**config.mk**
```make
export PLATFORM = sky130hd
export DESIGN_NAME = feel_queue
export DESIGN_NICKNAME = d
export VERILOG_FILES = /design/src/design/feel_pkg.sv /design/src/design/feel_queue.sv
export SDC_FILE = /design/constraint.sdc
export NUM_CORES = 1
export LEC_CHECK = 0
export BUFFER_PORTS_ARGS = -buffer_cell sky130_fd_sc_hd__buf_2
export CORE_MARGIN = 8
export CORE_UTILIZATION = 51
export DETAILED_ROUTE_END_ITERATION = 10
export PLACE_DENSITY_LB_ADDON = 0.3
export SLEW_MARGIN = 10
export SYNTH_ARGS = -nofsm -noshare
export SYNTH_HDL_FRONTEND = slang
export SYNTH_SLANG_ARGS = --single-unit
export TNS_END_PERCENT = 20
```
**constraint.sdc**
```tcl
create_clock -name clk -period 2.8 [get_ports clk]
set_input_delay 0.42 -clock clk [delete_from_list [all_inputs] [get_ports clk]]
set_output_delay 0.42 -clock clk [all_outputs]
set_load 0.02 [all_outputs]
```
**src/design/feel_pkg.sv**
```systemverilog
// Shared types and fixed widths for the field-aware embedding lookup.
package feel_pkg;

	localparam int unsigned DATA_W    = 16;
	localparam int unsigned FRAC_W    = 12;
	localparam int unsigned SUM_W     = 32;
	localparam int unsigned IDX_W     = 4;
	localparam int unsigned OFFSET_W  = 11;
	localparam int unsigned WADDR_W   = 32;
	localparam int unsigned BADDR_W   = 18;
	localparam int unsigned QUEUE_DEPTH = 4;

	typedef enum logic [1:0] {
		REQ_WR_WEIGHT = 2'd0,
		REQ_WR_BIAS   = 2'd1,
		REQ_WR_OFFSET = 2'd2,
		REQ_LOOKUP    = 2'd3
	} req_t;

	typedef struct packed {
		req_t                 req;
		logic                 bad;
		logic [WADDR_W-1:0]   waddr;
		logic [BADDR_W-1:0]   baddr;
		logic [DATA_W-1:0]    data;
	} cmd_t;

endpackage

```
**src/design/feel_queue.sv**
```systemverilog
// Command queue between the front end and the back end.
module feel_queue #(
	parameter int unsigned DEPTH = 4
) (
	input  logic           clk,
	input  logic           arst_n,
	input  logic           push_valid,
	output logic           push_ready,
	input  feel_pkg::cmd_t push_data,
	output logic           pop_valid,
	input  logic           pop_ready,
	output feel_pkg::cmd_t pop_data
);

	localparam int unsigned PW = (DEPTH > 1) ? $clog2(DEPTH) : 1;
	localparam int unsigned CW = $clog2(DEPTH + 1);

	feel_pkg::cmd_t entries_q [DEPTH];
	logic [PW-1:0] wr_ptr_q;
	logic [PW-1:0] rd_ptr_q;
	logic [CW-1:0] count_q;
	logic push;
	logic pop;

	assign push_ready = (count_q != CW'(DEPTH));
	assign pop_valid  = (count_q != '0);
	assign pop_data   = entries_q[rd_ptr_q];
	assign push       = push_valid && push_ready;
	assign pop        = pop_valid && pop_ready;

	always_ff @(posedge clk or negedge arst_n) begin
		if (!arst_n) begin
			wr_ptr_q <= '0;
			rd_ptr_q <= '0;
			count_q  <= '0;
		end else begin
			if (push) begin
				wr_ptr_q <= (wr_ptr_q == PW'(DEPTH - 1)) ? '0 : wr_ptr_q + 1'b1;
			end
			if (pop) begin
				rd_ptr_q <= (rd_ptr_q == PW'(DEPTH - 1)) ? '0 : rd_ptr_q + 1'b1;
			end
			if (push && !pop) begin
				count_q <= count_q + 1'b1;
			end else if (pop && !push) begin
				count_q <= count_q - 1'b1;
			end
		end
	end

	always_ff @(posedge clk) begin
		if (push) begin
			entries_q[wr_ptr_q] <= push_data;
		end
	end

endmodule

```
After elaboration in Yosys (flattened, before gate mapping)
Memories as Yosys holds them, arrays and structs flattened.
Index checks and enable logic that the tools add are counted.
W data, S select, Z words.
{ "totals": {"elab_cells": 25, "input_bits": 73, "out_inout_bits": 71, "mem_count": 1, "ff_bits": 7, "mem_bits_rw": 276} }
{ "memory_table": {"columns": ["name", "words", "word_bits", "rd", "rd_ports_with_merged_regs", "write_ports", "line", "rtl"], "rows": [
  ["entries_q", 4, 69, 1, 0, 1, "feel_queue.sv:18", "feel_pkg::cmd_t entries_q [DEPTH];"]
]} }
{ "op_classes": {"muxes": 6, "reduce_logical": 8, "n_eq_ne": 3, "add_sub_neg": 4} }
{ "ops": {"columns": ["op", "count"], "rows": [
  ["$mux W3", 2],
  ["$add A2 B1 Y2 const B", 2],
  ["$eq A2 B2 Y1 const B", 2],
  ["$logic_and A1 B1 Y1", 4],
  ["$mux W2", 2],
  ["$add A3 B1 Y3 const B", 1],
  ["$ne A3 B3 Y1 const B", 1],
  ["$reduce_bool A3 Y1", 1],
  ["$sub A3 B1 Y3 const B", 1],
  ["$logic_not A1 Y1", 2],
  ["$mux W1", 2],
  ["$reduce_bool A2 Y1", 1]
]} }

Depth between registers and ports, before layout
Gate-level depths: netlist of run 1.
{ "depth": {"depth_word": 6, "depth_mapped": 8, "ltp_nobuf": 8} }

Least setup slack after synthesis of run 1
Ideal clock, no wire load.
{ "synth_path": {"path_type": "register to register", "from": "register count_q[0]", "to": "memory entries_q[1][0] (netlist bit) (enable)", "arrival_time_ns": 2.388, "t_required_ns": 2.365, "path_buffers": 0, "setup_ns": 0.435, "period_less_slack_ns": 2.822, "slack_ns": -0.022, "path_stages_with_launch": 4, "cell_sequence": "dfrtp_1 nor2_1 a21boi_2 and2_1"} }
{ "synth_between": {"elab_chain_cells": 4} }
{ "synth_lines": {"columns": ["item", "line", "rtl"], "rows": [
  ["from (decl)", "feel_queue.sv:21", "logic [CW-1:0] count_q;"],
  ["from (signal assigned)", "feel_queue.sv:44", "count_q <= count_q + 1'b1;"],
  ["from (signal assigned)", "feel_queue.sv:46", "count_q <= count_q - 1'b1;"],
  ["$ne A3 B3 Y1", "feel_queue.sv:25", "assign push_ready = (count_q != CW'(DEPTH));"],
  ["$logic_and A1 B1 Y1", "feel_queue.sv:28", "assign push = push_valid && push_ready;"],
  ["net push", "feel_queue.sv:22", "logic push;"],
  ["$mux W1", "feel_queue.sv:52", "if (push) begin"],
  ["$mux W1 (not written as such)", "feel_queue.sv:53", "entries_q[wr_ptr_q] <= push_data;"],
  ["to (decl)", "feel_queue.sv:18", null]
]} }
The timed path passes the listed nets, and every way through them passes these cells.

==> out/results.tsv, run 1 <==
stage	metric	value	unit
synthesis	syn_avg_cell_area	26.31	sq um
synthesis	synth_flop_cell	edfxtp_1	
global_routing	grt_overflow_total	0	
sta	fin_crit	2480	ps
worst_setup_path	arrival	2060	ps
clock_network	post_cts_resized	0	
final_layout	utilization	61.70	%
drt	routedWlPerCell	22.16	um
global_routing	met1_usage	19.18	%
worst_setup_path	timing.rr.end	count_q[2]	
clock_network	htree_levels	1	
worst_setup_path	rr_worst_depth	8	
worst_setup_path	r2r_start	count_q[1]	
global_routing	grt_max_degree	39	
sta	final-max-slew-violation-count	0	
sta	worst_slew_pin_slew	522.0	ps
worst_setup_path	end_kind	primary output	
floorplan	coreArea	20170	sq um
synthesis	syn-num-nets	478	
placed_design	portBuffers	143	
worst_setup_path	critical-path-slowest-cell	mux4_2	
worst_setup_path	cp.required	2380	ps
worst_setup_path	path_cells	buf_12 > mux4_2 > buf_2	
sta	final.period_utilization	88.59	%
floorplan	io_pins	144	
sta	setup-violations-final	0	
global_routing	track_usage	15.15	%
floorplan	fp.dieW	159.3	um
worst_hold_path	min_path_type	primary input to flip-flop	
synthesis	synth_edf_count	276	
job	drv_cap	0	
synthesis	syn_area	10470	sq um
clock_network	cts_tree	done	
synthesis	synth-seq-area-share	80.83	%
clock_network	cts_made_buffers	29	
power	ir_worst_vdd	0.9249	mV
drt	vias_per_cell	5.392	
worst_setup_path	cp-start-kind	flip-flop	
placed_design	post-place-ws	683.9	ps
worst_setup_path	crit_path_end	pop_data[57]	
synthesis	yosys-top-cells-count	276 x edfxtp_1, 68 x mux4_2, 7 x buf_12, 7 x buf_2, 7 x dfrtp_1	
worst_setup_path	startpoint	rd_ptr_q[0]	
drt	route.final.wire_length	19.11	mm
synthesis	ys_warn_count	0	
final_layout	nets	651	
clock_network	clock_sinks	283	
floorplan	row_count	52	
clock_network	ctsRootBufferMaster	clkbuf_16	
outcome	status	finished clean	
drt	postRouteAntennaNets	0	
synthesis	syn_inst	398	
placed_design	place.gp.congestion	0.7186	
power	cellPowerDensity	1109	nW/um^2
power	p_leak	0.004278	uW
synthesis	synth.top_cells.by_area	edfxtp_1 79%, mux4_2 15%, dfrtp_1 1.7%, buf_12 1.3%, ha_1 0.72%	
worst_setup_path	worstPathMaxFanout	38	
final_layout	layout-drive-gt1-share	46.45	%
worst_setup_path	worstSetupPathType	flip-flop to primary output	
synthesis	yosys.area.top_type	edfxtp_1	
synthesis	synth.distinct_cells	19	
drt	vias	4648	
global_routing	grt_use_met3	4.395	%
global_routing	top_usage_layer	met2	
global_routing	antenna_found_initial	3	
worst_setup_path	rrSetupSlack	690	ps
sta	finalClockSkew	20.03	ps
sta	holdWs	102.8	ps
floorplan	dieHeight	159.3	um
sta	layout_setup_ws	319.5	ps
synthesis	synth_top_area_share	79.16	%
sta	fmax	0.4032	GHz
sta	finalSetupTns	0	ps
worst_setup_path	max_stage_delay	580	ps
sta	rsz0062_at_grt	false	
global_routing	use_met2	25.49	%
drt	drt_first_pass_iters	6	
drt	route.detailed.drc	0	
floorplan	die_area	25370	sq um
floorplan	start_util	51.91	%
clock_network	cts.path.max_buffers	3	
global_routing	grt_pass1_wl	30.24	mm
final_layout	n_antenna_cell	0	
drt	first_iter_violations	308	
sta	slew_headroom	65.20	%
sta	hold_viol	0	
final_layout	syn2layout_area_growth	18.86	%
synthesis	ys_seq_elements	283	
synthesis	async_flop_share	2.473	%
placed_design	hpwl	12.24	mm
synthesis	yosysMostFrequentCell	edfxtp_1	
clock_network	clkTransAtPathRegs	60	ps
global_routing	grt_pass1_vias	5359	
clock_network	clock_latency	530	ps
[per-layer routing]
layer | vias to the layer above | part of all wire, %
met3 | 35 | 6.9
met4 | 6 | 1.9
li1 | 2051 | -
met1 | 2400 | 41
met5 | - | 0.17
met2 | 156 | 50
[metrics by stage]
step,instances,cell area [sq um],total power [uW]
6_report,862,12440,13800
5_1_grt,862,12440,14470
4_1_cts,862,12440,14030
3_5_place_dp,809,11540,10480
3_3_place_gp,809,11540,10370
2_1_floorplan,398,10470,9107
[placed cells by master (no fill, tap or decap), types with 3 or more instances in the layout]
cell type / n
and2_4: 4
clkbuf_16: 29
mux2_2: 5
clkbuf_1: 6
ha_1: 6
nor2_1: 4
clkbuf_8: 5
dfrtp_1: 5
buf_2: 143
edfxtp_1: 276
clkinv_1: 9
buf_12: 7
inv_1: 3
mux4_2: 68
buf_4: 7
[worst max-delay path, delay by kind of cell, from the launching register on]
family	cells	cell delay, ps
mux	1	580
flops	1	440
buf+inv	2	470
[cells by family (layout without fill, tap and decap cells)]
kind of cell	after synthesis	in the layout	share of synthesized area, %
AO/OA/AOI/OAI	1	1	0.1075
XOR/XNOR	3	3	0.2510
adder cells (fa/ha/maj)	7	7	0.9082
buffers and inverters	19	213	1.924
flip-flops	283	283	80.83
multiplexers	74	74	15.42
AND/OR/NAND/NOR	11	11	0.5616
[how the worst min path moves through the flow]
| stage | from | to | slack (ps) | depth (start not counted) |
|---|---|---|---|---|
| 2_1_floorplan | arst_n | count_q[0] | 120 | 0 |
| 3_3_place_gp | arst_n | count_q[0] | 260 | 1 |
| 3_5_place_dp | arst_n | count_q[1] | 260 | 1 |
| 4_1_cts | push_data[52] | entries_q[0][52] | 80 | 1 |
| 5_1_grt | push_data[66] | entries_q[2][66] | 80 | 1 |
| 6_report | push_data[39] | entries_q[0][39] | 100 | 1 |
[registers in the layout, indices dropped and copies added (netlist names)]
signal and flops:
count_q 3, entries_q 276, rd_ptr_q 2, wr_ptr_q 2
[power breakdown]
part	total, uW	leakage [uW]	switching [uW]	internal (uW)
Sequential	5870	0.00261	270	5600
Combinational	4390	0.00123	2550	1840
Clock	3540	0.000436	1440	2100
[final cells by class]
class | instances | area [sq um]
Inverter | 3 | 11.26
Timing Repair Buffer | 158 | 918.4
Clock inverter | 12 | 73.82
Multi-Input combinational cell | 96 | 1815
Fill cell | 1423 | 7725
Clock buffer | 40 | 817.0
Tap cell | 270 | 337.8
Sequential cell | 283 | 8471
[what timing repair did]
item | CTS | global route
buffers inserted | 0 | 0
hold buffers | 1 | 0
endpoints found under the hold margin | 7 | 0
(Power assumes the default switching activity.)
==> run 2: changes to the inputs <==
==> constraint.sdc (replaced) <==
create_clock -name clk -period 2.8 [get_ports clk]
set_input_delay 0.56 -clock clk [delete_from_list [all_inputs] [get_ports clk]]
set_output_delay 0.56 -clock clk [all_outputs]
set_load 0.02 [all_outputs]
==> out/results.tsv, run 2 (synthesis results as in run 1) <==
stage	metric	value	unit	change
outcome	status	finished clean		
worst_setup_path	worstSetupPathType	flip-flop to primary output		
final_layout	largest_register_ffs	276		unchanged
drt	first_iter_violations	340		+10%
power	internal_power	9764	uW	+2.4%
drt	route.detailed.drc	0		unchanged
sta	layout_setup_ws	101.3	ps	-218.2 ps
global_routing	track_usage	15.05	%	-0.11 points
final_layout	top_regs	entries_q (276), count_q (3)		
worst_setup_path	cp.required	2240	ps	-140 ps
worst_setup_path	arrival	2140	ps	+80 ps
clock_network	cts_made_buffers	28		-3.4%
worst_setup_path	r2r_start	count_q[1]		
final_layout	fillers	1415		-0.56%
power	combPwrFrac	31.3	%	-0.5 points
final_layout	layout_commonest_cell	edfxtp_1		
worst_setup_path	startpoint	rd_ptr_q[1]		
placed_design	place.gp.congestion	0.7026		-2.2%
worst_setup_path	rrSetupSlack	670	ps	-20 ps
sta	setup-violations-final	0		unchanged
global_routing	grt_pass1_vias	5219		-2.6%
floorplan	dieHeight	159.3	um	unchanged
clock_network	ctsRootBufferMaster	clkbuf_16		
sta	finalClockSkew	6.955	ps	-13.08 ps
sta	rsz0062_at_grt	false		
clock_network	cts_tree	done		
floorplan	coreArea	20170	sq um	unchanged
power	p_seq_share	42.4	%	about the same
worst_setup_path	end_kind	primary output		
floorplan	io_pins	144		unchanged
clock_network	clkTransAtPathRegs	60	ps	about the same
drt	vias_per_cell	5.395		about the same
drt	postRouteAntennaNets	0		unchanged
power	clockPowerShare	26.3	%	+0.6 points
power	p_sw	4282	uW	+0.44%
worst_setup_path	cp-start-kind	flip-flop		
worst_setup_path	path_cells	buf_4 > mux4_2 > buf_2		
sta	final.period_utilization	96.38	%	+7.8 points
floorplan	fp.dieW	159.3	um	unchanged
sta	fin_crit	2699	ps	+218.2 ps
global_routing	antenna_found_initial	3		unchanged
global_routing	grt_pass1_wl	29.82	mm	-1.4%
worst_setup_path	worstPathMaxFanout	33		-13%
drt	route.final.wire_length	19.11	mm	about the same
power	cellPowerDensity	1122	nW/um^2	+1.1%
drt	vias	4699		+1.1%
power	ir_worst_vdd	0.6760	mV	-27%
power	report.power.total	14050	uW	+1.8%
clock_network	clock_latency	530	ps	about the same
clock_network	post_cts_resized	0		unchanged
clock_network	cts.path.max_buffers	3		unchanged
final_layout	layout-drive-gt1-share	47.50	%	+1.0 points
final_layout	final_cell_mix	276 x edfxtp_1, 143 x buf_2, 68 x mux4_2		
sta	hold_viol	0		unchanged
sta	fmax	0.3706	GHz	-8.1%
power	sw_frac_of_total	30.49	%	-0.40 points
placed_design	post-place-ws	598.9	ps	-84.93 ps
sta	worst_slew_pin_slew	577.5	ps	+55.58 ps
worst_setup_path	path_buf_inv	2		unchanged
global_routing	grt_overflow_total	0		unchanged
worst_hold_path	hold_path.startpoint	push_data[12]		
clock_network	htree_levels	1		unchanged
drt	routedWlPerCell	21.93	um	-1.0%
clock_network	clock_sinks	283		unchanged
worst_hold_path	min_path_type	primary input to flip-flop		
floorplan	start_util	51.91	%	unchanged
global_routing	grt_max_degree	38		-2.6%
final_layout	nets	659		+1.2%
final_layout	top_register	entries_q		
worst_setup_path	max_stage_delay	790	ps	+210 ps
sta	final-max-slew-violation-count	0		unchanged
sta	holdWs	246.4	ps	+143.5 ps
floorplan	die_area	25370	sq um	unchanged
floorplan	row_count	52		unchanged
power	p_leak	0.004324	uW	+1.1%
sta	slew_headroom	61.50	%	-3.7 points
worst_setup_path	critical-path-slowest-cell	dfrtp_4		
final_layout	syn2layout_area_growth	19.61	%	
worst_setup_path	critical-path-top-delay-family	flip-flops		
job	drv_cap	0		unchanged
placed_design	hpwl	11.99	mm	-2.0%
placed_design	portBuffers	143		unchanged
drt	drt_first_pass_iters	4		-2
## run 2: cell types whose count changed in the layout (fill, tap and decap cells not counted)
cell / delta
clkinv_1: -2
buf_12: -2
buf_4: +11
bufinv_16: +3
diode_2: +1
clkinv_2: +1
clkbuf_8: -5
clkinvlp_4: +2
## run 2: what timing repair did
action	in CTS	in global routing
buffers inserted	0	6
hold buffers	1	0
endpoints found under the hold margin	7	0
setup endpoints to repair	0	19
## run 2: power by group through the flow
stage               sequential, uW  combinational [uW]  clock [uW]
finish                        5960                4390        3700
global route                  6040                4730        3960
CTS                           6000                4430        3800
detailed placement            6090                4410           0
global placement              6020                4370           0
floorplan                     5860                3250           0
## run 2: worst reg2reg max path: stages, from the launching register on
cell     delay, ps
dfrtp_1        420
or3_4          400
nand2_1        150
ha_1           220
inv_1           70
fa_1           370
xor2_1         170
nor2_1         110
xor2_1         150
## run 2: path summary, 6_finish.rpt
kind,endpoint,cells after the start
max,pop_data[8],3
min,entries_q[1][12],1
max reg2reg,count_q[2],8
min reg2reg,count_q[2],1
max in group asynchronous,rd_ptr_q[1],2
min in group asynchronous,rd_ptr_q[0],2
## run 2: cell type report
class | count | area, sq um | share of cell area (%)
clock buffer | 35 | 748.2 | 5.975
inverter | 3 | 11.26 | 0.08992
tap | 270 | 337.8 | 2.698
multi-input combinational | 96 | 1815 | 14.50
sequential | 283 | 8471 | 67.64
antenna | 1 | 2.502 | 0.01998
timing repair buffer | 167 | 960.9 | 7.673
clock inverter | 16 | 176.4 | 1.409
## run 2: metrics by stage
stage               setup TNS, ps  instance area, sq um  utilization (%)  std cells
floorplan                  -21780                 10470                -        398
global placement                0                 11540            57.22        812
detailed placement              0                 11540            57.22        812
CTS                             0                 12480            61.85        864
global route                    0                 12520            62.08        870
finish                          0                 12520            62.09        871
## run 2: layer usage
layer | routed length [um] | GRT usage [%]
met3 | 1327 | 4.628
met4 | 285 | 3.431
met1 | 7859 | 18.83
met2 | 9605 | 25.43
met5 | 26 | 0
==> run 3: changes to the inputs <==
--- a/config.mk
+++ b/config.mk
@@ -6,9 +6,11 @@
 export NUM_CORES = 1
 export LEC_CHECK = 0
 export BUFFER_PORTS_ARGS = -buffer_cell sky130_fd_sc_hd__buf_2
+export CORE_ASPECT_RATIO = 2
 export CORE_MARGIN = 8
 export CORE_UTILIZATION = 51
 export DETAILED_ROUTE_END_ITERATION = 10
+export GPL_TIMING_DRIVEN = 0
 export PLACE_DENSITY_LB_ADDON = 0.3
 export SLEW_MARGIN = 10
 export SYNTH_ARGS = -nofsm -noshare
==> out/results.tsv, run 3 (synthesis results as in run 1) <==
stage	metric	value	unit	change
outcome	status	finished clean		
drt	route.final.wire_length	19.56	mm	+2.4%
sta	fin_crit	2555	ps	-143.4 ps
worst_setup_path	arrival	2000	ps	-140 ps
clock_network	post_cts.repair.setup_buffers	0		unchanged
worst_hold_path	min_path_type	primary input to flip-flop		
clock_network	ctsRootBufferMaster	clkbuf_16		
global_routing	grt_overflow_total	0		unchanged
power	clockPowerShare	24.2	%	-2.1 points
floorplan	row_count	74		+42%
power	internal_power	9505	uW	-2.7%
floorplan	coreArea	20280	sq um	+0.53%
clock_network	cts_tree	done		
power	p_seq_share	42.2	%	-0.2 points
global_routing	grt_pass1_wl	30.47	mm	+2.2%
final_layout	syn2layout_area_growth	18.71	%	
drt	route.detailed.drc	0		unchanged
placed_design	place.gp.congestion	0.6780		-3.5%
power	p_sw	4285	uW	about the same
job	drv_cap	0		unchanged
global_routing	antenna_found_initial	3		unchanged
clock_network	htree_levels	1		unchanged
sta	slew_headroom	62.98	%	+1.5 points
global_routing	grt_pass1_vias	5364		+2.8%
drt	drt_first_pass_iters	4		unchanged
global_routing	grt_max_degree	41		+7.9%
sta	finalClockSkew	11.18	ps	+4.224 ps
global_routing	top_usage_layer	met2		
power	p_leak	0.004276	uW	-1.1%
placed_design	hpwl	12.73	mm	+6.2%
final_layout	nets	651		-1.2%
power	cellPowerDensity	1109	nW/um^2	-1.1%
placed_design	portBuffers	143		unchanged
sta	setup-violations-final	0		unchanged
final_layout	layout-drive-gt1-share	47.03	%	-0.47 points
final_layout	utilization	61.30	%	-0.79 points
global_routing	use_met2	28.79	%	+3.4 points
power	sw_frac_of_total	31.07	%	+0.59 points
global_routing	grt_use_met3	3.593	%	-1.0 points
clock_network	cts.path.max_buffers	3		unchanged
worst_setup_path	cp.required	2240	ps	about the same
drt	vias_per_cell	5.453		+1.1%
floorplan	dieHeight	218.6	um	+37%
final_layout	layout_commonest_cell	edfxtp_1		
clock_network	cts_made_buffers	24		-14%
power	ir_worst_vdd	0.7104	mV	+5.1%
drt	first_iter_violations	249		-27%
global_routing	met1_usage	16.63	%	-2.2 points
floorplan	start_util	51.64	%	-0.28 points
clock_network	post_cts_resized	0		unchanged
power	combPwrFrac	33.6	%	+2.3 points
drt	routedWlPerCell	22.85	um	+4.2%
floorplan	io_pins	144		unchanged
clock_network	clock_sinks	283		unchanged
placed_design	post-place-ws	537.0	ps	-61.95 ps
floorplan	fp.dieW	117.3	um	-26%
final_layout	largest_register_ffs	276		unchanged
clock_network	clock_latency	520	ps	about the same
final_layout	top_regs	entries_q (276), count_q (3)		
final_layout	fillers	1433		+1.3%
worst_setup_path	end_kind	primary output		
clock_network	clkTransAtPathRegs	70	ps	about the same
worst_setup_path	worstPathMaxFanout	10		-70%
sta	fmax	0.3913	GHz	+5.6%
worst_setup_path	worstSetupPathType	flip-flop to primary output		
sta	final-max-slew-violation-count	0		unchanged
drt	postRouteAntennaNets	0		unchanged
drt	vias	4668		-0.66%
final_layout	final_cell_mix	276 x edfxtp_1, 150 x buf_2, 68 x mux4_2		
worst_setup_path	cp-start-kind	flip-flop		
global_routing	track_usage	15.46	%	+0.42 points
sta	final.period_utilization	91.26	%	-5.1 points
sta	layout_setup_ws	244.7	ps	+143.4 ps
sta	worst_slew_pin_slew	555.2	ps	-22.31 ps
floorplan	die_area	25650	sq um	+1.1%
final_layout	top_register	entries_q		
sta	hold_viol	0		unchanged
sta	rsz0062_at_grt	false		
[run 3: cell types whose count changed in the layout (fill, tap and decap cells not counted), sizes merged]
cell and change:
bufinv -1, clkinv -2, clkbuf -3, buf -4, clkinvlp -1
[run 3: critical path, cell delays in order, from the launching register on]
cell	delay [ps]
dfrtp_1	550
buf_2	370
mux4_2	370
buf_2	180
[run 3: area by class of cell]
class / count / area (sq um) / share of cell area, %
Antenna cell: 1 / 2.502 / 0.02013
Multi-Input combinational cell: 96 / 1815 / 14.61
Sequential cell: 283 / 8463 / 68.09
Timing Repair Buffer: 148 / 820.8 / 6.604
Tap cell: 266 / 332.8 / 2.678
Clock inverter: 12 / 135.1 / 1.087
Inverter: 3 / 11.26 / 0.09060
Buffer: 15 / 186.4 / 1.500
Clock buffer: 32 / 661.9 / 5.325
[run 3: final timing paths]
path / startpoint / end / slack, ps / depth (start not counted)
max reg2reg: count_q[0] / count_q[2] / 590 / 8
max in group asynchronous: arst_n / rd_ptr_q[0] / 2210 / 2
max: rd_ptr_q[1] / pop_data[34] / 240 / 3
min in group asynchronous: arst_n / rd_ptr_q[1] / 420 / 2
min: push_data[35] / entries_q[3][35] / 260 / 1
min reg2reg: count_q[2] / count_q[2] / 570 / 1
[run 3: metrics by stage]
stage	hold WS [ps]	area, sq um	setup TNS [ps]	cells	total power [uW]
after floorplan	264.4	10470	-21780	398	9107
after global placement	398.1	11520	-281300	807	10500
after detailed placement	406.8	11620	0	811	10700
after CTS	233.6	12430	0	856	14040
after global routing	236.8	12430	0	856	14410
final	258.3	12430	0	856	13790
[run 3: metal layers]
layer	share of wire, %	wire [um]
met5	0.082	16
met4	2.5	492
met3	5.5	1082
met2	56	11000
met1	36	6965
[run 3: power by group through the flow]
| stage | Combinational (uW) | Sequential [uW] | Clock (uW) |
|---|---|---|---|
| 2_1_floorplan | 3250 | 5860 | 0 |
| 3_3_place_gp | 4580 | 5920 | 0 |
| 3_5_place_dp | 4800 | 5900 | 0 |
| 4_1_cts | 4810 | 5810 | 3410 |
| 5_1_grt | 4960 | 5890 | 3550 |
| 6_report | 4630 | 5820 | 3330 |
[run 3: timing repair]
item	in CTS	in global routing
endpoints found under the setup margin	0	44
endpoints found under the hold margin	7	0
hold buffers	1	0
