===== config.mk =====
export PLATFORM = sky130hd
export DESIGN_NAME = feel_front
export DESIGN_NICKNAME = d
export VERILOG_FILES = /design/src/design/feel_pkg.sv /design/src/design/feel_ram.sv /design/src/design/feel_front.sv
export SDC_FILE = /design/constraint.sdc
export NUM_CORES = 1
export LEC_CHECK = 0
export BUFFER_PORTS_ARGS = -buffer_cell sky130_fd_sc_hd__clkbuf_2
export CORE_MARGIN = 2
export CORE_UTILIZATION = 30
export DETAILED_ROUTE_END_ITERATION = 8
export GPL_ROUTABILITY_DRIVEN = 0
export PLACE_DENSITY = 0.54
export SYNTH_ARGS = -nofsm -noshare
export SYNTH_HDL_FRONTEND = slang
export SYNTH_SLANG_ARGS = --single-unit
export TNS_END_PERCENT = 100

===== constraint.sdc =====
create_clock -name clk -period 3.3 [get_ports clk]
set_input_delay 0.495 -clock clk [delete_from_list [all_inputs] [get_ports clk]]
set_output_delay 0.495 -clock clk [all_outputs]
set_load 0.01 [all_outputs]

===== src/design/feel_pkg.sv =====
// Shared types and fixed widths for the field-aware embedding lookup.
package feel_pkg;

	localparam int unsigned DATA_W    = 16;
	localparam int unsigned FRAC_W    = 12;
	localparam int unsigned SUM_W     = 32;
	localparam int unsigned IDX_W     = 4;
	localparam int unsigned OFFSET_W  = 11;
	localparam int unsigned WADDR_W   = 32;
	localparam int unsigned BADDR_W   = 18;
	localparam int unsigned QUEUE_DEPTH = 4;

	typedef enum logic [1:0] {
		REQ_WR_WEIGHT = 2'd0,
		REQ_WR_BIAS   = 2'd1,
		REQ_WR_OFFSET = 2'd2,
		REQ_LOOKUP    = 2'd3
	} req_t;

	typedef struct packed {
		req_t                 req;
		logic                 bad;
		logic [WADDR_W-1:0]   waddr;
		logic [BADDR_W-1:0]   baddr;
		logic [DATA_W-1:0]    data;
	} cmd_t;

endpackage


===== src/design/feel_ram.sv =====
// Generic simple dual-port RAM with registered read.
module feel_ram #(
	parameter int unsigned WIDTH = 16,
	parameter longint unsigned DEPTH = 1024,
	localparam int unsigned AW = (DEPTH > 1) ? $clog2(DEPTH) : 1
) (
	input  logic             clk,
	input  logic             we,
	input  logic [AW-1:0]    waddr,
	input  logic [WIDTH-1:0] wdata,
	input  logic             re,
	input  logic [AW-1:0]    raddr,
	output logic [WIDTH-1:0] rdata
);

	logic [WIDTH-1:0] mem_q [DEPTH];
	logic [WIDTH-1:0] rdata_q;

	always_ff @(posedge clk) begin
		if (we) begin
			mem_q[waddr] <= wdata;
		end
		if (re) begin
			rdata_q <= mem_q[raddr];
		end
	end

	assign rdata = rdata_q;

endmodule


===== src/design/feel_front.sv =====
// Front end: accepts requests, keeps the field offset table, resolves rows and addresses.
module feel_front #(
	parameter int unsigned FIELDS = 8,
	parameter int unsigned EMBED = 16,
	parameter int unsigned FEATURE_ROWS = 1024
) (
	input  logic                clk,
	input  logic                arst_n,
	input  logic                in_valid,
	output logic                in_ready,
	input  logic [1:0]          req_type,
	input  logic [16:0]         write_addr,
	input  logic signed [15:0]  write_data,
	input  logic [2:0]          src_field,
	input  logic [2:0]          dst_field,
	input  logic [9:0]          feature_id,
	input  logic signed [15:0]  sample_value,
	output logic                cmd_valid,
	input  logic                cmd_ready,
	output feel_pkg::cmd_t      cmd
);

	localparam int unsigned OFF_DEPTH = FIELDS + 1;
	localparam int unsigned OAW = $clog2(OFF_DEPTH);
	localparam int unsigned RW = (FEATURE_ROWS > 1) ? $clog2(FEATURE_ROWS) : 1;
	localparam int unsigned ROW_W = feel_pkg::OFFSET_W + 1;
	localparam longint unsigned WDEPTH = longint'(FEATURE_ROWS) * longint'(FIELDS) *
		longint'(EMBED);
	localparam int unsigned BDEPTH = FIELDS * FIELDS * EMBED;
	localparam int unsigned FE = FIELDS * EMBED;

	feel_pkg::req_t req_in;
	logic accept;
	logic off_we;
	logic [OAW-1:0] off_widx;
	logic [OAW-1:0] off_ridx;
	logic [feel_pkg::OFFSET_W-1:0] off_rdata;
	logic [OFF_DEPTH-1:0] off_valid_q;
	logic adv;

	logic v_s1;
	feel_pkg::req_t req_s1;
	logic [16:0] addr_s1;
	logic [feel_pkg::DATA_W-1:0] data_s1;
	logic [2:0] src_s1;
	logic [2:0] dst_s1;
	logic [9:0] fid_s1;
	logic offv_s1;

	logic [ROW_W-1:0] row_sum;
	logic lookup_bad;
	logic bad_d;

	logic v_s2;
	feel_pkg::req_t req_s2;
	logic bad_s2;
	logic [RW-1:0] row_s2;
	logic [16:0] addr_s2;
	logic [feel_pkg::DATA_W-1:0] data_s2;
	logic [2:0] src_s2;
	logic [2:0] dst_s2;

	logic [31:0] wl_addr;
	logic [31:0] bl_addr;

	assign req_in   = feel_pkg::req_t'(req_type);
	assign accept   = in_valid && in_ready;
	assign off_we   = accept && (req_in == feel_pkg::REQ_WR_OFFSET) &&
		(32'(write_addr) < OFF_DEPTH);
	assign off_widx = OAW'(write_addr);
	assign off_ridx = OAW'(src_field);

	feel_ram #(
		.WIDTH(feel_pkg::OFFSET_W),
		.DEPTH(OFF_DEPTH)
	) u_offset_ram (
		.clk(clk),
		.we(off_we),
		.waddr(off_widx),
		.wdata(write_data[feel_pkg::OFFSET_W-1:0]),
		.re(accept),
		.raddr(off_ridx),
		.rdata(off_rdata)
	);

	assign adv       = !v_s2 || cmd_ready;
	assign in_ready  = !v_s1 || adv;
	assign cmd_valid = v_s2;

	always_ff @(posedge clk or negedge arst_n) begin
		if (!arst_n) begin
			v_s1        <= 1'b0;
			v_s2        <= 1'b0;
			off_valid_q <= '0;
		end else begin
			if (in_ready) begin
				v_s1 <= accept && (req_in != feel_pkg::REQ_WR_OFFSET);
			end
			if (adv) begin
				v_s2 <= v_s1;
			end
			if (off_we) begin
				off_valid_q[off_widx] <= 1'b1;
			end
		end
	end

	always_ff @(posedge clk) begin
		if (accept) begin
			req_s1  <= req_in;
			addr_s1 <= write_addr;
			data_s1 <= (req_in == feel_pkg::REQ_LOOKUP) ? sample_value : write_data;
			src_s1  <= src_field;
			dst_s1  <= dst_field;
			fid_s1  <= feature_id;
			offv_s1 <= (32'(src_field) < OFF_DEPTH) && off_valid_q[off_ridx];
		end
		if (adv && v_s1) begin
			req_s2  <= req_s1;
			bad_s2  <= bad_d;
			row_s2  <= lookup_bad ? '0 : RW'(row_sum);
			addr_s2 <= addr_s1;
			data_s2 <= data_s1;
			src_s2  <= src_s1;
			dst_s2  <= dst_s1;
		end
	end

	always_comb begin
		row_sum = ROW_W'(fid_s1) + (offv_s1 ? ROW_W'(off_rdata) : '0);
		lookup_bad = (32'(src_s1) >= FIELDS) || (32'(dst_s1) >= FIELDS) ||
			(32'(row_sum) >= FEATURE_ROWS);
		case (req_s1)
			feel_pkg::REQ_WR_WEIGHT: bad_d = !(64'(addr_s1) < WDEPTH);
			feel_pkg::REQ_WR_BIAS:   bad_d = !(32'(addr_s1) < BDEPTH);
			default:                 bad_d = lookup_bad;
		endcase
	end

	always_comb begin
		wl_addr = 32'(row_s2) * 32'(FE) + 32'(dst_s2) * 32'(EMBED);
		bl_addr = 32'(src_s2) * 32'(FE) + 32'(dst_s2) * 32'(EMBED);
		cmd.req  = req_s2;
		cmd.bad  = bad_s2;
		cmd.data = data_s2;
		case (req_s2)
			feel_pkg::REQ_LOOKUP: begin
				cmd.waddr = bad_s2 ? '0 : wl_addr;
				cmd.baddr = bad_s2 ? '0 : bl_addr[feel_pkg::BADDR_W-1:0];
			end
			default: begin
				cmd.waddr = 32'(addr_s2);
				cmd.baddr = feel_pkg::BADDR_W'(addr_s2);
			end
		endcase
	end

endmodule


== Yosys cells after proc, flatten, opt, wreduce, memory -nomap -nowiden ==
Memory sizes are Yosys's and may differ from the RTL's. A register that Yosys moved wholly into a read port is not among the register bits.
Cells that the tools add are included.
Operators by class
  add/sub/neg operators: 3
  $mul: 0
  divide/modulo/power cells: 0
  $lt $le $gt $ge: 6
  eq/ne operators: 5
  shift operators: 0
  multiplexer cells: 12
  bitwise operators: 1
  reductions and logical operators: 12
Operators with widths (count)
  $mux 36: 1
  $mux 11: 2
  $add 17x7->18: 1
  $mux 18: 1
  $lt 17x11->1 const B: 1
  $lt 17x4->1 const B: 1
  $mux 16: 1
  $add 10x11->12: 1
  $ge 12x11->1 const B: 1
  $add 10x7->11: 1
  $or 9x9->9: 1
  $eq 2x2->1 const B: 3
  $logic_and 1x1->1: 6
  $lt 3x5->1 const B: 1
  $lt 4x5->1 const B: 1
  $demux 1 s4: 1
  $ge 4x1->1 const B: 1
  $mux 1: 4
  $bmux 1 s3: 1
  $logic_not 1->1: 3
  $eq 2x1->1 const B: 1
  $logic_not 2->1: 1
  $logic_or 1x1->1: 2
  $ne 2x2->1 const B: 1
  $pmux 1 s2: 1
Storage, ports and cells
  bits in registers: 115
  bits in latches: 0
  memory bits (writable): 99
  memory bits (read-only): 0
  input port bits: 71
  output and inout port bits: 71
  memories: 1
Memories
  u_offset_ram.mem_q: words 9, bits a word 11, read ports 1, clocked after Yosys merged registers in 1, wr ports 1, RTL line feel_ram.sv:16  | logic [WIDTH-1:0] mem_q [DEPTH];

== Depth between registers and ports, before layout ==
Gate-level depths: netlist of the first run.
  word-level depth: 8
  mapped depth: 10

== By module ==
A second synthesis of the first run with hierarchy kept.
Second synthesis, totals
  cell total of the unflattened synthesis: 541
  area, all modules: 9216.3 µm²
Modules (own cells, without submodules)
  feel_front: times used 1, cells each 313, area each 4914.7 µm², sequential area each 3373.2 µm²
  feel_ram: times used 1, cells each 228, area each 4301.6 µm², sequential area each 3303.2 µm²

== Least setup slack after synthesis of the first run ==
Ideal clock, no wire load.
  path type: input -> register
  from: input port cmd_ready
  to: register addr_s1[0] (enable)
  setup time: 0.428 ns
  arrival: 2.216 ns
  slack: 0.657 ns
  stages on the path: 2
  path buffers: 0
  cell sequence: nand3b_1 -> and2_1
On the way
  cells in the longest elaborated chain, start to end: 3
Ends and longest elaborated chain
  start, declared: RTL line feel_front.sv:19  | input logic cmd_ready,
  $logic_or 1x1->1: RTL line feel_front.sv:86  | assign adv = !v_s2 || cmd_ready;
  $logic_or 1x1->1: RTL line feel_front.sv:87  | assign in_ready = !v_s1 || adv;
  $logic_and 1x1->1: RTL line feel_front.sv:67  | assign accept = in_valid && in_ready;
  net accept: RTL line feel_front.sv:33  | logic accept;
  end signal, assigned: RTL line feel_front.sv:111  | addr_s1 <= write_addr;
  end, declared: RTL line feel_front.sv:43  | logic [16:0] addr_s1;
The timed path passes the listed nets, and every way through them passes these cells.
A chain may end at the register's enable or synchronous reset.

== Worst setup path in the final report of the first run ==
  from: register offv_s1
  to: register bad_s2 (data pin)
On the way
  cells in the longest elaborated chain, start to end: 4
Ends and longest elaborated chain
  start, declared: RTL line feel_front.sv:48  | logic offv_s1;
  start signal, assigned: RTL line feel_front.sv:116  | offv_s1 <= (32'(src_field) < OFF_DEPTH) && off_valid_q[off_ridx];
  $mux 11: RTL line feel_front.sv:130  | row_sum = ROW_W'(fid_s1) + (offv_s1 ? ROW_W'(off_rdata) : '0);
  $add 10x11->12: RTL line feel_front.sv:130
  $ge 12x11->1: RTL line feel_front.sv:132  | (32'(row_sum) >= FEATURE_ROWS);
  $pmux 1 s2: RTL line feel_front.sv:133  | case (req_s1)
  net bad_d: RTL line feel_front.sv:52  | logic bad_d;
  end signal, assigned: RTL line feel_front.sv:120  | bad_s2 <= bad_d;
  end, declared: RTL line feel_front.sv:56  | logic bad_s2;
The timed path passes the listed nets, and every way through them passes these cells.

==> impl_metrics.yaml, run 1 <==
worst_setup_path:
  cp_slowest_stage_delay_ns: 0.50
  critical_path_class: "flip-flop to flip-flop"
  arrival_ns: 3.10
  crit_family: "simple AND/OR/NAND/NOR gates"
  critPathCaptureType: "flip-flop"
  cp.depth: 8
  cp_max_fo: 11
  cp_slowest_cell: "edfxtp_1"
  crit_chain: "and2_1 -> ha_1 -> fa_1 -> a21oi_1 -> o21ai_0 -> nor3b_1 -> or3b_4 -> a31o_2"
  cp_num_buf_inv: 0
  required_ns: 3.55
  critPathLaunchType: "flip-flop"
  reg2reg_depth: 8
detailed_routing:
  route.vias.total: 4465
  wl_per_cell_um: 17.16
  postRouteAntennaNets: 0
  drt_wl_total_um: 17140
  firstDrtPassIters: 4
  drc: 0
  viasPerCell: 4.469
  drtIter0Drc: 201
synth:
  synthFlopType: "edfxtp_1"
  yosys.cell_types.count: 52
  ys_seq_elements: 213
  ys_seq_area_frac: 0.7438
  syn_inst: 464
  syn_area_um2: 8532
  avgSynthCellArea_um2: 18.39
  async_flop_share: 0.04695
  synth_edf_count: 203
  ys_warn_count: 0
sta:
  fin_setup_tns_ns: 0
  slew_viol_final: 0
  finalSetupViolCount: 0
  tightest_slew_ns: 0.8268
  fmax_ghz: 0.3505
  hold_viol: 0
  skew_ns: 0.02200
  fin_crit_ns: 2.853
  slew_headroom: 0.4468
  rsz0062_at_grt: "false"
  fin_crit_sh: 0.8645
place:
  io_buffers: 125
  placed_cell_area_um2: 9574
  hpwl_um: 11730
  dp_cells: 958
clock_tree:
  numCtsBuffers: 24
  clkLatencyLatePin_ns: 0.52
  clock_sinks: 213
  tritoncts: "done"
  clockBufferDepth: 3
  cts_root_buf: "clkbuf_16"
  post_cts_buffers: 0
  cts_repair_resize_count: 0
  cts_hold_buf: 1
  cts_max_level: 1
  clkTransAtPathRegs_ns: 0.06
global_route:
  grt_start_max_net_pins: 45
  grt_pass1_vias: 4725
  antenna_found_initial: 0
  grt_overflow: 0
  grt_pass1_wl_um: 26410
  groute.usage.overall: 0.1136
finish:
  antenna_cells: 0
  layoutNonFillerInstCount: 999
  drive_above_1_share: 0.3849
  final_util: 0.3707
  fin_nets: 689
  fillCellCount: 2611
  area_growth_syn_to_layout_pct: 21.04
  fin_area_um2: 10330
power_and_ir_drop:
  ir_drop_v: 0.0003823
  leakage_nw: 3.856
  power.density_nw_per_um2: 595.9
worst_hold_path:
  worstHoldPathType: "primary input to flip-flop"
  hold_depth: 1
floorplan:
  die_area_um2: 29800
  die_h_um: 172.6
  core_area_um2: 27860
  initial_core_util: 0.3063
  die_w_um: 172.6
  ios: 142
  std_cell_rows: 61
flow_run:
  drv_cap: 0
run_status:
  outcome: "finished clean"
[path summary, 6_finish.rpt]
kind                                              end  slack, ns           startpoint
max                                  bad_s2$_DFFE_PP_       0.45    offv_s1$_DFFE_PP_
min reg2reg                       dst_s2[0]$_DFFE_PP_       0.42  dst_s1[0]$_DFFE_PP_
max reg2reg                          bad_s2$_DFFE_PP_       0.45    offv_s1$_DFFE_PP_
min                               fid_s1[5]$_DFFE_PP_       0.17        feature_id[5]
min in group asynchronous  off_valid_q[4]$_DFFE_PN0P_       0.38               arst_n
max in group asynchronous  off_valid_q[3]$_DFFE_PN0P_       2.70               arst_n
[flip-flops by register name (all words and copies together), names as in the netlist, 2 cells and up]
name / cells
addr_s2: 17
addr_s1: 17
data_s1: 16
src_s2: 3
req_s1: 2
dst_s1: 3
req_s2: 2
src_s1: 3
u_offset_ram.rdata: 11
u_offset_ram.mem_q: 88
row_s2: 10
data_s2: 16
dst_s2: 3
fid_s1: 10
off_valid_q: 8
[routing by layer]
metal	vias to the layer above	track usage	routed length, um
met5	-	0	0
met3	26	0.02441	943
met1	2215	0.1426	7418
li1	2069	-	-
met4	0	0.02956	341
met2	155	0.1990	8438
[final cells by class]
type,instances,area (um2),share of cell area
Multi-Input combinational cell,225,1988,0.1925
Tap cell,378,473.0,0.04580
Inverter,3,11.26,0.001090
Clock buffer,25,604.3,0.05852
Sequential cell,213,6346,0.6145
Clock inverter,15,138.9,0.01345
Timing Repair Buffer,140,765.7,0.07415
[synthesized netlist by cell type, types with 2 or more instances]
cell type  count  area share
inv_1          3      0.0013
clkbuf_1       8      0.0035
ha_1          10       0.015
nor3_1         3      0.0018
nand3_1        6      0.0035
edfxtp_1     203        0.71
nor2b_1        4      0.0029
nand2_1       12      0.0053
nor4_1         3      0.0022
mux4_2        24       0.063
and3_1         5      0.0037
nor2_1         8      0.0035
dfrtp_1       10       0.029
and2_1        27       0.020
xnor2_1        2      0.0021
a22o_1         6      0.0062
nor3b_1        2      0.0018
nand2b_1       5      0.0037
xor2_1         4      0.0041
o21ai_0        7      0.0041
mux2_2        28       0.037
buf_2          4      0.0023
a21oi_1       13      0.0076
or2_2          7      0.0051
a21o_1         8      0.0070
a31o_2         2      0.0021
buf_4         24       0.021
a21boi_1       2      0.0018
[logic make-up after synthesis]
logic type                 share of synthesized area
AOI/OAI and AO/OA                            0.04136
other                                      0.0004395
xor gates and xnor gates                    0.006159
DFF                                           0.7438
and+or+nand+nor                              0.05969
muxes                                         0.1015
buffers and inverters                        0.03006
adders and majority gates                    0.01701
[power breakdown]
group          switching [mW]  internal [mW]  leakage (nW)
combinational           0.289          0.206          1.46
sequential             0.0413           3.12          2.03
clock                    1.02           1.48         0.367
[layout by cell type, fill, tap and decap left out, drive strengths merged, types with 12 or more instances in the layout]
cell type    n
edfxtp     203
conb        16
clkinv      12
buf         14
a21oi       14
mux4        24
mux2        28
nand2       12
clkbuf     150
and2        27
[through the flow]
| step | worst slack [ns] | hold slack, ns | power (mW) |
|---|---|---|---|
| 6_report | 0.4470 | 0.1736 | 6.155 |
| 5_1_grt | 0.3061 | 0.1517 | 6.390 |
| 4_1_cts | 0.4495 | 0.1524 | 6.239 |
| 3_5_place_dp | 0.4638 | 0.3749 | 3.717 |
| 3_3_place_gp | 0.4855 | 0.3691 | 3.701 |
| 2_1_floorplan | 0.6565 | 0.1994 | 3.522 |
Note: power is estimated with default switching activity, not from simulation.
==> run 2, diff against run 1 <==
PLACE_DENSITY = not set   (was 0.54)
PLACE_DENSITY_LB_ADDON = 0.15   (was not set)
==> run 2 against run 1 <==
Critical path depth is the same; sequential power is essentially flat; sequential share of layout area is essentially flat; highest routed layer unchanged.
==> impl_metrics.yaml, run 2 (same netlist as run 1, synthesis figures left out) <==
clock_tree:
  clockBufferDepth: 3
  tritoncts: "done"
  numCtsBuffers: 24
  cts_root_buf: "clkbuf_16"
  cts_max_level: 1
  clkTransAtPathRegs_ns: 0.06
  clock_sinks: 213
  clkLatencyLatePin_ns: 0.51
  post_cts_buffers: 0
place:
  hpwl_um: 11720
  io_buffers: 125
  dp_cells: 957
floorplan:
  die_h_um: 172.6
  die_w_um: 172.6
  ios: 142
  initial_core_util: 0.3063
  std_cell_rows: 61
  die_area_um2: 29800
  core_area_um2: 27860
run_status:
  outcome: "finished clean"
global_route:
  grtUsageMet3: 0.02682
  groute.usage.overall: 0.1167
  grt_pass1_wl_um: 27120
  grt_overflow: 0
  antenna_found_initial: 0
  use_met1: 0.1417
  grt_start_max_net_pins: 45
  grt_pass1_vias: 4822
  grt-busiest-layer: "met2"
  grt_use_met2: 0.2098
worst_hold_path:
  hold_path_end: "dst_s1[2]$_DFFE_PP_"
  hold_start: "dst_field[2]"
  worstHoldPathType: "primary input to flip-flop"
  hold_depth: 1
power_and_ir_drop:
  power.density_nw_per_um2: 591.8
  switching_power_mw: 1.356
  p_comb_frac: 0.082
  pwr-share-clk: 0.402
  sequentialPowerShare: 0.516
  leakage_nw: 3.846
  ir_drop_v: 0.0003215
  netSwitchingFraction: 0.2220
  internal_power_mw: 4.753
finish:
  layoutNonFillerInstCount: 1002
  antenna_cells: 0
  largest_register_ffs: 88
  fin_nets: 688
  reg.largest.list: "u_offset_ram.mem_q (88), addr_s1 (17), addr_s2 (17)"
  top_register: "u_offset_ram.mem_q"
  area_growth_syn_to_layout_pct: 21.00
  final_util: 0.3706
  multi_input_area_um2: 1988
  drive_above_1_share: 0.3830
  fillCellCount: 2641
  layout_commonest_cell: "edfxtp_1"
  regArea_um2: 6346
  layout_common_cells: "edfxtp_1 (203), clkbuf_2 (125), mux2_2 (28)"
worst_setup_path:
  critPathCaptureType: "flip-flop"
  timing.rr.end: "bad_s2$_DFFE_PP_"
  reg2reg_from: "offv_s1$_DFFE_PP_"
  cp_max_fo: 11
  critPathLaunchType: "flip-flop"
  critical_path_class: "flip-flop to flip-flop"
  rrSetupSlack_ns: 0.42
  reg2reg_depth: 8
  arrival_ns: 3.14
  required_ns: 3.56
sta:
  slew_viol_final: 0
  tightest_slew_ns: 0.8069
  slew_headroom: 0.4608
  hold_viol: 0
  fin_crit_ns: 2.878
  fin_crit_sh: 0.8721
  finalSetupViolCount: 0
  fmax_ghz: 0.3475
  skew_ns: 0.01816
  rsz0062_at_grt: "false"
  fin_setup_tns_ns: 0
detailed_routing:
  postRouteAntennaNets: 0
  wl_per_cell_um: 17.16
  drc: 0
  viasPerCell: 4.383
  drtIter0Drc: 207
  drt_wl_total_um: 17200
  firstDrtPassIters: 4
  route.vias.total: 4392
flow_run:
  drv_cap: 0
[run 2: critical path, stage by stage, from the launching register on]
cell      delay (ns)
edfxtp_1        0.49
and2_1          0.19
ha_1            0.22
fa_1            0.42
a21oi_1         0.24
o21ai_0         0.17
nor3b_1         0.18
or3b_4          0.48
a31o_2          0.25
[run 2: final cells by class]
type / count / area share
sequential: 213 / 0.6147
multi-input combinational: 225 / 0.1926
timing repair buffer: 139 / 0.07466
clock buffer: 32 / 0.06108
tap: 378 / 0.04581
clock inverter: 12 / 0.01006
inverter: 3 / 0.001091
[run 2: power by group through the flow]
stage | Clock, mW | Combinational, mW | Sequential, mW
floorplan | 0 | 0.311 | 3.21
global placement | 0 | 0.497 | 3.21
detailed placement | 0 | 0.508 | 3.21
CTS | 2.54 | 0.511 | 3.16
global route | 2.65 | 0.555 | 3.17
finish | 2.46 | 0.499 | 3.16
[run 2: layer usage]
| layer | routed length [um] | part of all wire | vias to the layer above |
|---|---|---|---|
| met3 | 951 | 0.055 | 26 |
| li1 | - | - | 2073 |
| met5 | 0 | 0 | - |
| met4 | 289 | 0.017 | 0 |
| met1 | 7212 | 0.42 | 2155 |
| met2 | 8744 | 0.51 | 138 |
[run 2: stage by stage]
step | setup slack [ns] | instance area (um2) | power (mW) | hold slack (ns)
after global placement | 0.4749 | 9579 | 3.709 | 0.3725
after CTS | 0.4151 | 10320 | 6.211 | 0.1471
after floorplan | 0.6565 | 8588 | 3.522 | 0.1994
after detailed placement | 0.4243 | 9579 | 3.722 | 0.3829
final | 0.4220 | 10320 | 6.109 | 0.1666
after global routing | 0.2341 | 10320 | 6.373 | 0.1499
[run 2: worst max-delay path by stage]
stage,startpoint,end,slack (ns),cells past startpoint
6_report,offv_s1$_DFFE_PP_,bad_s2$_DFFE_PP_,0.42,8
5_1_grt,offv_s1$_DFFE_PP_,bad_s2$_DFFE_PP_,0.23,8
4_1_cts,offv_s1$_DFFE_PP_,bad_s2$_DFFE_PP_,0.42,8
3_5_place_dp,offv_s1$_DFFE_PP_,bad_s2$_DFFE_PP_,0.42,8
3_3_place_gp,offv_s1$_DFFE_PP_,bad_s2$_DFFE_PP_,0.47,8
2_1_floorplan,cmd_ready,addr_s1[0]$_DFFE_PP_,0.66,2
[run 2: what timing repair did]
| item | 4_1_cts | 5_1_grt |
|---|---|---|
| resized for setup | 0 | 0 |
| endpoints found under the hold margin | 10 | 0 |
| hold buffers | 1 | 0 |
==> run 3, diff against run 2 <==
clock period = 2.9 ns   (was 3.3 ns; I/O delays follow)
==> run 3 against run 2 <==
Count of clock-buffer cells in the layout shrank 6; first-iteration DRC count grew 36%; critical path depth is the same; hold slack lost 0.054 ns; design area shrank 0.34%; sequential share of layout area grew 0.21 points; sequential power grew 14%; flip-flop and latch count is the same; highest routed layer unchanged; clock skew shrank 0.011 ns; final cell count is the same; routed wire length grew 0.59%.
==> impl_metrics.yaml, run 3 (same netlist as run 1, synthesis figures left out) <==
finish:
  fillCellCount: 2654
  layout_common_cells: "edfxtp_1 (203), clkbuf_2 (125), mux2_2 (28)"
  regArea_um2: 6346
  fin_area_um2: 10290
  top_register: "u_offset_ram.mem_q"
  layout_commonest_cell: "edfxtp_1"
  final_util: 0.3693
  largest_register_ffs: 88
  multi_input_area_um2: 1988
  drive_above_1_share: 0.3814
  reg.largest.list: "u_offset_ram.mem_q (88), addr_s1 (17), addr_s2 (17)"
  fin_nets: 690
  area_growth_syn_to_layout_pct: 20.59
  antenna_cells: 0
worst_setup_path:
  critical_path_class: "flip-flop to flip-flop"
  rrSetupSlack_ns: 0.18
  critPathCaptureType: "flip-flop"
  arrival_ns: 2.97
  reg2reg_from: "offv_s1$_DFFE_PP_"
  timing.rr.end: "bad_s2$_DFFE_PP_"
  reg2reg_depth: 8
  critPathLaunchType: "flip-flop"
  required_ns: 3.15
  startpoint: "offv_s1$_DFFE_PP_"
  cp_max_fo: 11
place:
  dpl_worst_slack_ns: 0.1889
  placed_cell_area_um2: 9582
  hpwl_um: 11590
  io_buffers: 125
clock_tree:
  cts_repair_resize_count: 0
  cts_max_level: 1
  numCtsBuffers: 24
  post_cts_buffers: 0
  clkLatencyLatePin_ns: 0.50
  clkTransAtPathRegs_ns: 0.06
  clockBufferDepth: 3
  tritoncts: "done"
  cts_root_buf: "clkbuf_16"
  cts_hold_buf: 1
  clock_sinks: 213
flow_run:
  drv_cap: 0
floorplan:
  initial_core_util: 0.3063
  die_area_um2: 29800
  core_area_um2: 27860
  ios: 142
  std_cell_rows: 61
  die_w_um: 172.6
  die_h_um: 172.6
sta:
  skew_ns: 0.006830
  hold_viol: 0
  worst_slack_ns: 0.1761
  tightest_slew_ns: 0.8872
  slew_viol_final: 0
  fmax_ghz: 0.3671
  fin_crit_ns: 2.724
  fin_setup_tns_ns: 0
  rsz0062_at_grt: "false"
  finalSetupViolCount: 0
  fin_crit_sh: 0.9393
  slew_headroom: 0.4064
worst_hold_path:
  hold_path_end: "fid_s1[3]$_DFFE_PP_"
  hold_depth: 1
  hold_start: "feature_id[3]"
  worstHoldPathType: "primary input to flip-flop"
detailed_routing:
  route.vias.total: 4461
  drt_wl_total_um: 17300
  viasPerCell: 4.452
  wl_per_cell_um: 17.26
  drtIter0Drc: 281
  firstDrtPassIters: 6
  drc: 0
  postRouteAntennaNets: 0
global_route:
  grt_overflow: 0
  grt_start_max_net_pins: 64
  antenna_found_initial: 0
  grt_pass1_wl_um: 27230
  groute.usage.overall: 0.1165
  grt_pass1_vias: 4792
power_and_ir_drop:
  leakage_nw: 3.841
  power.density_nw_per_um2: 664.1
  p_total_mw: 6.832
  ir_drop_v: 0.0003557
run_status:
  outcome: "finished clean"
==> run 3: changes by cell type in the layout (fill, tap and decap cells not counted), sizes merged <==
cell / delta
clkbuf: -6
clkinv: +6
buf: +2
bufinv: -1
clkinvlp: -1
==> run 3: area by class of cell <==
cell class / instances / share of cell area
sequential: 213 / 0.6168
clock buffer: 26 / 0.06117
multi-input combinational: 225 / 0.1932
timing repair buffer: 141 / 0.07516
tap: 378 / 0.04597
clock inverter: 16 / 0.006567
inverter: 3 / 0.001094
==> run 3: metal layers <==
metal,vias up,track usage,part of all wire
li1,2081,-,-
met1,2212,0.1519,0.45
met2,145,0.2000,0.48
met3,23,0.02595,0.053
met4,0,0.02386,0.016
met5,-,0,0
==> run 3: worst max-delay path: stages, from the launching register on <==
cell,delay (ns)
edfxtp_1,0.38
and2_1,0.15
ha_1,0.21
fa_1,0.41
a21oi_1,0.24
o21ai_0,0.16
nor3b_1,0.18
or3b_4,0.48
a31o_2,0.25
==> run 3: worst max-delay path by stage <==
stage	slack (ns)	end	cells past startpoint
6_report	0.18	bad_s2$_DFFE_PP_	8
3_3_place_gp	0.23	bad_s2$_DFFE_PP_	8
4_1_cts	0.18	bad_s2$_DFFE_PP_	8
3_5_place_dp	0.19	bad_s2$_DFFE_PP_	8
5_1_grt	0.04	bad_s2$_DFFE_PP_	8
2_1_floorplan	0.30	bad_s2$_DFFE_PP_	9
==> run 3: power breakdown <==
group	total (mW)	internal, mW	switching, mW	leakage, nW
logic	0.567	0.237	0.331	1.46
registers	3.59	3.55	0.0451	2.03
clock network	2.67	1.55	1.13	0.348
total	6.83	5.33	1.50	3.84
==> run 3: per-stage QoR <==
step / hold slack (ns) / cells
2_1_floorplan: 0.1394 / 479
3_3_place_gp: 0.3106 / 959
3_5_place_dp: 0.3118 / 959
4_1_cts: 0.08937 / 1002
5_1_grt: 0.09073 / 1002
6_report: 0.1128 / 1002
